**config.mk**
```make
export PLATFORM = sky130hd
export DESIGN_NAME = stair_climb_way_counter
export DESIGN_NICKNAME = d
export VERILOG_FILES = /design/src/rtl/core/scw_pkg.sv /design/src/rtl/core/scw_ram.sv /design/src/rtl/core/stair_climb_way_counter.sv
export VERILOG_INCLUDE_DIRS = /design/src /design/src/rtl/core
export SDC_FILE = /design/constraint.sdc
export NUM_CORES = 2
export LEC_CHECK = 0
export BUFFER_PORTS_ARGS = -buffer_cell sky130_fd_sc_hd__buf_2
export CORE_AREA = 2 2 614 616
export DETAILED_ROUTE_END_ITERATION = 10
export DIE_AREA = 0 0 616 618
export PLACE_DENSITY_LB_ADDON = 0.2
export SLEW_MARGIN = 5
export SYNTH_ARGS = -nofsm -noshare
export SYNTH_HDL_FRONTEND = slang
export SYNTH_HIERARCHICAL = 1
export SYNTH_SLANG_ARGS = --single-unit
```
**constraint.sdc**
```tcl
create_clock -name clk -period 19 [get_ports clk]
set_clock_uncertainty 0.1 [all_clocks]
set_input_delay 1.9 -clock clk [delete_from_list [all_inputs] [get_ports clk]]
set_output_delay 1.9 -clock clk [all_outputs]
set_load 0.02 [all_outputs]
```
**src/rtl/core/stair_climb_way_counter_macros.svh**
```systemverilog
// Assertion helpers for the stair climb way counter.
`ifndef STAIR_CLIMB_WAY_COUNTER_MACROS_SVH
`define STAIR_CLIMB_WAY_COUNTER_MACROS_SVH

// Same-cycle implication, checked outside reset.
`define SCW_ASSERT_NOW(lbl, ante, cons, msg) \
    lbl: assert property (@(posedge clk) disable iff (!rst_n) (ante) |-> (cons)) \
        else $error(msg);

// Next-cycle implication, checked outside reset.
`define SCW_ASSERT_NEXT(lbl, ante, cons, msg) \
    lbl: assert property (@(posedge clk) disable iff (!rst_n) (ante) |=> (cons)) \
        else $error(msg);

`endif

```
**src/rtl/core/scw_pkg.sv**
```systemverilog
package scw_pkg;

    localparam int K_MAX_DEF  = 32;
    localparam int N_MAX_DEF  = 1023;
    localparam int WIDTH_DEF  = 64;

    localparam int STAIR_W    = 10;  // stair_count field width
    localparam int STEP_W     = 6;   // max_step register width
    localparam int STAIR_TD_W = 16;  // stair_count padded to bytes

    localparam logic [STEP_W-1:0] STEP_RESET = STEP_W'(2);

endpackage

```
**src/rtl/core/scw_ram.sv**
```systemverilog
module scw_ram #(
    parameter int DW    = 64,
    parameter int DEPTH = 33,
    localparam int AW   = (DEPTH > 1) ? $clog2(DEPTH) : 1
) (
    input  logic          clk,
    input  logic          we,
    input  logic [AW-1:0] waddr,
    input  logic [DW-1:0] wdata,
    input  logic [AW-1:0] raddr,
    output logic [DW-1:0] rdata
);

    logic [DW-1:0] mem [DEPTH];

    always_ff @(posedge clk)
    begin
        if (we)
        begin
            mem[waddr] <= wdata;
        end
        rdata <= mem[raddr];
    end

endmodule

```
**src/rtl/core/stair_climb_way_counter.sv**
```systemverilog
// Stair climb way counter.
// Input stream (s_*): one transfer carries a stair count n in s_tdata.
// Output stream (m_*): one transfer per input carries the number of ways to
// climb n stairs with moves of 1..k stairs, modulo 2^WIDTH.
// Configuration: cfg_we / cfg_wdata write k (max_step); 0 acts as 1, values
// above K_MAX act as K_MAX. Write only while the block is idle.
// Operation: n above N_MAX is clamped. n of 0 or 1 answers 1 at once.
// Otherwise the walk seeds window entries 0 and 1, then computes one stair
// per cycle from 2 to n, reading the k-back entry from a window RAM read
// issued the cycle before and keeping the previous value in a register.
// One stair count is walked at a time; s_tready is high only while idle,
// so a new stair count is taken only once the last result has left the
// done state for the output register.
// The RAM read/write port pair sets the one-stair-per-cycle walk.
// Stall: a finished result waits in the output register; a second result
// holds in the done state until the output register frees up.
// Reset: control clears, max_step returns to 2; window contents stay
// undefined, every walk writes entries before reading them.
`include "stair_climb_way_counter_macros.svh"

module stair_climb_way_counter
    import scw_pkg::*;
#(
    parameter int K_MAX = K_MAX_DEF,
    parameter int N_MAX = N_MAX_DEF,
    parameter int WIDTH = WIDTH_DEF,
    localparam int OUT_TD_W = ((WIDTH + 7) / 8) * 8
) (
    input  logic                  clk,
    input  logic                  rst_n,
    // input stream
    input  logic                  s_tvalid,
    output logic                  s_tready,
    input  logic [STAIR_TD_W-1:0] s_tdata,   // [9:0] stair_count
    // output stream
    output logic                  m_tvalid,
    input  logic                  m_tready,
    output logic [OUT_TD_W-1:0]   m_tdata,   // [WIDTH-1:0] ways
    // configuration
    input  logic                  cfg_we,
    input  logic [STEP_W-1:0]     cfg_wdata  // max_step
);

    localparam int DEPTH   = K_MAX + 1;
    localparam int AW      = $clog2(DEPTH);
    localparam int WR_INIT = 2 % DEPTH;

    localparam logic [2:0] ST_IDLE  = 3'd0;
    localparam logic [2:0] ST_INIT0 = 3'd1;
    localparam logic [2:0] ST_INIT1 = 3'd2;
    localparam logic [2:0] ST_WALK  = 3'd3;
    localparam logic [2:0] ST_DONE  = 3'd4;

    logic [2:0]         state_reg, state_next;
    logic [STEP_W-1:0]  max_step_reg, max_step_next;
    logic [STAIR_W-1:0] n_reg, n_next;
    logic [STAIR_W-1:0] step_reg, step_next;
    logic [AW-1:0]      wr_ptr_reg, wr_ptr_next;
    logic [AW-1:0]      rd_ptr_reg, rd_ptr_next;
    logic [WIDTH-1:0]   prev_reg, prev_next;
    logic [WIDTH-1:0]   out_reg, out_next;
    logic               out_valid_reg, out_valid_next;

    logic [STEP_W-1:0]  k_eff;
    logic [STAIR_W-1:0] n_in;
    logic [AW-1:0]      rd_init;
    logic               in_xfer;
    logic               out_free;
    logic               sub_en;
    logic [WIDTH-1:0]   step_val;

    logic               ram_we;
    logic [AW-1:0]      ram_waddr;
    logic [WIDTH-1:0]   ram_wdata;
    logic [WIDTH-1:0]   ram_rdata;

    scw_ram #(
        .DW    (WIDTH),
        .DEPTH (DEPTH)
    ) u_window (
        .clk   (clk),
        .we    (ram_we),
        .waddr (ram_waddr),
        .wdata (ram_wdata),
        .raddr (rd_ptr_reg),
        .rdata (ram_rdata)
    );

    // effective stride, clamped to 1..K_MAX
    always_comb
    begin
        k_eff = max_step_reg;
        if (max_step_reg == '0)
        begin
            k_eff = STEP_W'(1);
        end
        else if (int'(max_step_reg) > K_MAX)
        begin
            k_eff = STEP_W'(K_MAX);
        end
    end

    // first subtract address (1 - k) mod DEPTH
    assign rd_init = (k_eff == STEP_W'(1)) ? '0 : AW'(DEPTH + 1 - int'(k_eff));

    assign n_in = (int'(s_tdata[STAIR_W-1:0]) > N_MAX) ? STAIR_W'(N_MAX)
                                                         : s_tdata[STAIR_W-1:0];

    assign s_tready = (state_reg == ST_IDLE);
    assign in_xfer  = s_tvalid && s_tready;
    assign out_free = !out_valid_reg || m_tready;

    // recurrence: 2*prev minus the k-back value once it exists
    assign sub_en   = (step_reg > STAIR_W'(k_eff));
    assign step_val = {prev_reg[WIDTH-2:0], 1'b0} - (sub_en ? ram_rdata : '0);

    always_comb
    begin
        state_next     = state_reg;
        max_step_next  = cfg_we ? cfg_wdata : max_step_reg;
        n_next         = n_reg;
        step_next      = step_reg;
        wr_ptr_next    = wr_ptr_reg;
        rd_ptr_next    = rd_ptr_reg;
        prev_next      = prev_reg;
        out_next       = out_reg;
        out_valid_next = out_valid_reg;
        ram_we         = 1'b0;
        ram_waddr      = wr_ptr_reg;
        ram_wdata      = step_val;

        if (out_valid_reg && m_tready)
        begin
            out_valid_next = 1'b0;
        end

        case (state_reg)
            ST_IDLE:
            begin
                if (in_xfer)
                begin
                    n_next      = n_in;
                    wr_ptr_next = AW'(WR_INIT);
                    rd_ptr_next = rd_init;
                    prev_next   = WIDTH'(1);
                    state_next  = (n_in <= STAIR_W'(1)) ? ST_DONE : ST_INIT0;
                end
            end
            ST_INIT0:
            begin
                ram_we     = 1'b1;
                ram_waddr  = '0;
                ram_wdata  = WIDTH'(1);
                state_next = ST_INIT1;
            end
            ST_INIT1:
            begin
                // seed entry 1, issue the read for stair 2
                ram_we      = 1'b1;
                ram_waddr   = AW'(1);
                ram_wdata   = WIDTH'(1);
                step_next   = STAIR_W'(2);
                rd_ptr_next = (rd_ptr_reg == AW'(DEPTH - 1)) ? '0 : rd_ptr_reg + AW'(1);
                state_next  = ST_WALK;
            end
            ST_WALK:
            begin
                ram_we      = 1'b1;
                prev_next   = step_val;
                wr_ptr_next = (wr_ptr_reg == AW'(DEPTH - 1)) ? '0 : wr_ptr_reg + AW'(1);
                rd_ptr_next = (rd_ptr_reg == AW'(DEPTH - 1)) ? '0 : rd_ptr_reg + AW'(1);
                if (step_reg == n_reg)
                begin
                    state_next = ST_DONE;
                end
                else
                begin
                    step_next = step_reg + STAIR_W'(1);
                end
            end
            ST_DONE:
            begin
                if (out_free)
                begin
                    out_next       = prev_reg;
                    out_valid_next = 1'b1;
                    state_next     = ST_IDLE;
                end
            end
            default:
            begin
                state_next = ST_IDLE;
            end
        endcase
    end

    always_ff @(posedge clk or negedge rst_n)
    begin
        if (!rst_n)
        begin
            state_reg     <= ST_IDLE;
            max_step_reg  <= STEP_RESET;
            step_reg      <= '0;
            wr_ptr_reg    <= '0;
            rd_ptr_reg    <= '0;
            out_valid_reg <= 1'b0;
        end
        else
        begin
            state_reg     <= state_next;
            max_step_reg  <= max_step_next;
            step_reg      <= step_next;
            wr_ptr_reg    <= wr_ptr_next;
            rd_ptr_reg    <= rd_ptr_next;
            out_valid_reg <= out_valid_next;
        end
    end

    // payload, no reset
    always_ff @(posedge clk)
    begin
        n_reg    <= n_next;
        prev_reg <= prev_next;
        out_reg  <= out_next;
    end

    assign m_tvalid = out_valid_reg;
    assign m_tdata  = OUT_TD_W'(out_reg);

    `SCW_ASSERT_NOW(a_no_rw_collide, state_reg == ST_WALK, ram_waddr != rd_ptr_reg,
        "window write and read hit the same entry")
    `SCW_ASSERT_NOW(a_step_range, state_reg == ST_WALK,
        step_reg >= STAIR_W'(2) && step_reg <= n_reg, "walk stair out of range")
    `SCW_ASSERT_NOW(a_ptr_range, 1'b1,
        int'(wr_ptr_reg) < DEPTH && int'(rd_ptr_reg) < DEPTH, "window pointer past depth")
    `SCW_ASSERT_NEXT(a_result_shown, state_reg == ST_DONE && out_free,
        m_tvalid && state_reg == ST_IDLE, "finished result not presented")

endmodule

```
## Word-level counts from Yosys, hierarchy flattened

Memory sizes are Yosys's and may differ from the RTL's. A register that Yosys moved wholly into a read port is not among the register bits.
Cells that the tools add are included.

| cells by class | value |
|---|---|
| equal/unequal tests | 12 |
| mux-type cells | 27 |
| reduce and logical (&&, ||, !) cells | 18 |
| $lt $le $gt $ge | 3 |
| $add $sub $neg | 5 |

Operators by type and width:

| operator | count |
|---|---|
| 2-to-1 mux 64 bit | 3 |
| one-hot mux 64 bit (2 select lines) | 1 |
| subtractor 64 bit | 1 |
| 2-to-1 mux 6 bit | 7 |
| one-hot mux 6 bit (2 select lines) | 3 |
| one-hot mux 10 bit (2 select lines) | 1 |
| one-hot mux 3 bit (5 select lines) | 1 |
| adder 6 x 1 -> 6 bit, second input constant | 2 |
| equality test 6 bit, second input constant | 2 |
| 2-to-1 mux 3 bit | 4 |
| adder 10 x 1 -> 10 bit, second input constant | 1 |
| equality test 10 bit | 1 |
| > comparator 10 x 6 -> 1 bit | 1 |
| less-or-equal comparator 10 x 1 -> 1 bit, second input constant | 1 |
| 2-to-1 mux 10 bit | 1 |
| AND reduction 2 bit | 5 |
| equality test 3 x 2 -> 1 bit, second input constant | 2 |
| equality test 6 x 1 -> 1 bit, second input constant | 1 |
| > comparator 6 bit, second input constant | 1 |
| zero test 6 bit | 1 |
| 2-to-1 mux 1 bit | 6 |
| != test 2 bit, second input constant | 3 |
| nonzero test 2 bit | 3 |
| subtractor 6 bit, first input constant | 1 |
| other kinds (10) | 12 |

| word-level totals | value |
|---|---|
| output and inout bits | 66 |
| flip-flop bits (word level) | 170 |
| logic and storage cells | 75 |
| memories | 1 |
| input port bits | 27 |
| bits in writable memories | 2,112 |

Memories:

| name | words | width | rd ports | clocked after memory_dff | write ports | RTL line | source |
|---|---|---|---|---|---|---|---|
| u_window.mem | 33 | 64 | 1 | 1 | 1 | scw_ram.sv:14 | `logic [DW-1:0] mem [DEPTH];` |

## Longest topological paths before layout

| logic depth | value |
|---|---|
| depth in word-level cells | 7 |
| depth in mapped cells | 23 |

## By module

The synthesis kept the hierarchy.

By module, submodules not included:

| module | area each (um^2) | cells each | instances |
|---|---|---|---|
| scw_ram | 82,044.9 | 3,848 | 1 |
| stair_climb_way_counter | 11,168.2 | 1,207 | 1 |

## Worst setup path before layout

Ideal clock, no wire load.

| timing path | value |
|---|---|
| path kind | register to register |
| start | register max_step_reg[2] |
| end | memory u_window.mem[0][57], data pin |
| library setup time | 0.469 ns |
| clock period less this slack | 6.045 ns |
| path buffers | 2 |
| required time | 18.431 ns |
| data arrival time | 5.476 ns |
| setup slack | 12.955 ns |
| cell stages (with the launch flop) | 22 |
| path through | dfrtp_1 > nor4_1 > nor2_1 > nor2_1 > ha_1 > nand2_1 > nor2_1 > a31oi_1 > or2_2 > clkbuf_1 > clkbuf_1 > nand2_1 > ha_1 > a21oi_1 > o21ai_0 > a21oi_1 > o22ai_1 > a311oi_2 > nor4_1 > o31ai_1 > a21oi_1 > nor3b_1 |

| between the ends | value |
|---|---|
| cells in the longest elaborated chain, start to end | 7 |
| elaborated cells on any way between the ends | 8 |
| those cells by class | add/sub (1); order compare (2); mux (4); reduce/logical (1) |

Ends and longest elaborated chain:

| item | RTL line | source |
|---|---|---|
| start: declaration | stair_climb_way_counter.sv:55 | `logic [STEP_W-1:0] max_step_reg, max_step_next;` |
| start signal: assignment | stair_climb_way_counter.sv:211 | `max_step_reg <= max_step_next;` |
| > comparator 6 bit | stair_climb_way_counter.sv:97 | `else if (int'(max_step_reg) > K_MAX)` |
| 2-to-1 mux 6 bit | stair_climb_way_counter.sv:97 |  |
| 2-to-1 mux 6 bit (*) | stair_climb_way_counter.sv:93 | `if (max_step_reg == '0)` |
| > comparator 10 x 6 -> 1 bit (*) | stair_climb_way_counter.sv:114 | `assign sub_en = (step_reg > STAIR_W'(k_eff));` |
| 2-to-1 mux 64 bit (*) | stair_climb_way_counter.sv:115 | `assign step_val = {prev_reg[WIDTH-2:0], 1'b0} - (sub_en ? ram_rdata : '0);` |
| subtractor 64 bit (*) | stair_climb_way_counter.sv:115 |  |
| 2-to-1 mux 64 bit (*) | stair_climb_way_counter.sv:137 | `case (state_reg)` |
| via ram_wdata[57] | stair_climb_way_counter.sv:74 | `logic [WIDTH-1:0] ram_wdata;` |
| end: declaration | scw_ram.sv:14 |  |

The timed path passes the listed nets; every way through them passes the cells marked *.

## Worst setup path after layout

| timing path | value |
|---|---|
| start | register max_step_reg[5] |
| end | memory u_window.mem[7][62], data pin |

Same word-level chain as after synthesis.

==> metrics <==
status complete, no violations; Tmin final 7.26 ns; Die Area 381000 um2; # H-tree levels 5; worst slew pin tran 1.23 ns; endpoint class of the critical path flip-flop; WL/cell 27.9 um; maximum VDD drop 0.130 mV; leading cell type in the layout, fill and taps excluded edfxtp_1; Starting Density 24.9%; Row Count 225; CTS Buf Count 270; post-CTS setup buffer count 0; Largest Register u_window/mem; Mean Syn Cell Area 18.4 um2; non-filler cells, final 10500; cell area after synthesis 93200 um2; Synth Instances 5055; unrepaired setup endpoints after global routing false; DRC Markers 0; CTS tree done; cell internal pwr 14.1 mW; DP HPWL 167000 um; Root Driver clkbuf_16; io pins 93; Tcrit/Tclk final 38.2%; Post-CTS Resized 0; Die Wd 616 um; share of layout cells above drive strength 1 21.7%; hold slack 0.360 ns; pin count of the biggest net entering global routing 77; initial drt markers 4374; Mapped Nets 5159; global-route wire length before repair 408000 um; XOR/XNOR Fraction of Synth Area 0.667%; Critical Path Source Type flip-flop; max-cap viol count 0; Seq pwr share 40.8%; Setup-failing EPs final 0; R2R cell count 18; fmax 0.138 GHz; Global Route Usage Sum 15.1%; most frequent cells in the layout edfxtp_1 (2250), mux4_2 (419), nand2_1 (393); clock buffer depth 4; via count 49600; CP Class flip-flop to flip-flop; EDFF count, synth 2250; largest family of logic cells by synthesized area multiplexers; Slew Limit Fails 0; DRT Pass-1 Iters 5; initial antenna violation count 12; number of global-route vias before repair 51000; port bufs 86; Worst Hold Launch u_window/mem[32][39]$_DFFE_PP_; Final Hold Fails 0; Clk pin slew, worst setup/hold paths 0.06 ns; Area Overhead vs Synth 17.1%; simple-gate area share of the yosys netlist 4.47%; slew margin rel. 17.9%; number of flip-flops under the largest register name 2112; routed vias/inst 4.71; Hold Path Class flip-flop to flip-flop; CTS Sinks 2346; nets@finish 5421; multiplexer share of the synthesized area 13.0%; gpl congestion 0.825; Top FF cell, synth edfxtp_1; CP Data Arrival Time 7.68 ns; fraction of the mapped netlist area in compound gates 4.52%; antenna-violating nets left 0; total gr overflow 0; CTS Hold Bufs 0; hold path depth 2; Seq cells post-synth 2346; Distinct cells, synth 82; reg-to-reg startpoint max_step_reg[5]$_DFFE_PN0P_; power per cell area 207 nW/um2; setup_tns 0 ns; Worst EP required 19.42 ns; Sw Share 37.5%; CORE AREA 374000 um2; placed insts 10000; switching power total 8.46 mW; Routed Wire Length 293000 um; CP max FO 39; Yosys warnings 6; sequential fraction of the synthesis area 74.7%; ys async rst share 1.36%; hold endpoint u_window/rdata[39]$_DFF_P_; clock share of power 22.9%; adder-cell area share of the yosys netlist 1.04%; logic gate share of total power 36.3%; worst r2r dst u_window/mem[7][62]$_DFFE_PP_; Leak 35.1 nW; internal reg-to-reg setup slack 11.74 ns; Die Ht 618 um; clock latency on the worst-skew pair 0.89 ns
## cell usage after synthesis (42+ instances only)
master    count  area, um2
ha_1         76        951
o221ai_1     89        780
nand4_1      77        482
nand2_1     396       1490
clkbuf_1    164        616
buf_2        42        210
mux2_2       44        495
nor2_1      276       1040
o21ai_0      87        435
mux4_2      419       9440
mux2i_1     215       2150
dfxtp_1      64       1280
edfxtp_1   2250      67600
a21oi_1     174        871
## per-layer routing
metal / wire, um / vias to the layer above / GRT usage, %
met5: 0 / - / 0
met4: 8280 / 0 / 4.22
met3: 12100 / 341 / 1.89
met2: 145000 / 1246 / 25.7
met1: 128000 / 27100 / 20.1
li1: - / 21000 / -
## cell families after synthesis
group	after synthesis
AOI/OAI and AO/OA	636
xor gates and xnor gates	71
adders and majority gates	77
buffers and inverters	305
DFF	2346
muxes	682
and+or+nand+nor	938
## area by class of cell
type	instances	area (um2)
multi-input cells	2404	22600
clock buffers	352	7300
clock inverters	135	1400
inverters	36	145
flip-flops and latches	2346	69700
diodes	5	12.5
well taps	4994	6250
repair buffers	259	1790
fillers	36900	265000
## power groups by stage
stage / Combinational, mW / Sequential (mW) / Clock [mW]
4_1_cts: 8.34 / 9.25 / 5.31
3_5_place_dp: 8.32 / 9.36 / 0
3_3_place_gp: 8.15 / 9.33 / 0
2_1_floorplan: 4.98 / 9.09 / 0
5_1_grt: 8.95 / 9.27 / 5.50
6_report: 8.19 / 9.21 / 5.16
## stage by stage
stage | power, mW | util, % | worst slack, ns | area (um2)
2_1_floorplan | 14.1 | - | 12.96 | 93200
3_3_place_gp | 17.5 | 26.8 | 11.83 | 100000
3_5_place_dp | 17.7 | 26.8 | 11.72 | 100000
4_1_cts | 22.9 | 29.2 | 11.66 | 109000
5_1_grt | 23.7 | 29.2 | 11.36 | 109000
6_report | 22.6 | 29.2 | 11.74 | 109000
## worst max path at each step
stage	start	end	slack, ns	depth (start not counted)
finish	max_step_reg[5]$_DFFE_PN0P_	u_window/mem[7][62]$_DFFE_PP_	11.74	18
global route	max_step_reg[2]$_DFFE_PN0P_	u_window/mem[24][62]$_DFFE_PP_	11.36	19
CTS	max_step_reg[5]$_DFFE_PN0P_	u_window/mem[0][62]$_DFFE_PP_	11.66	18
detailed placement	max_step_reg[5]$_DFFE_PN0P_	u_window/mem[20][62]$_DFFE_PP_	11.72	18
global placement	max_step_reg[2]$_DFFE_PN0P_	u_window/mem[16][62]$_DFFE_PP_	11.83	19
floorplan	max_step_reg[2]$_DFFE_PN0P_	u_window/mem[0][57]$_DFFE_PP_	12.96	21
## critical path: stages, from the launching register on
cell and delay [ns]:
dfrtp_1 0.42, nor2b_1 0.26, inv_1 0.08, ha_1 0.30
nand4_1 0.12, o21bai_1 0.34, a31oi_1 0.30, or2_4 0.46
buf_4 0.56, nand2_1 0.13, ha_1 0.49, nand4_2 0.19
nor2_1 0.22, nor4b_1 0.76, nor3_1 0.11, nor2_1 0.49
a31o_2 0.36, a41oi_1 0.29, mux2i_4 0.85
Note: power is estimated with default switching activity, not from simulation.
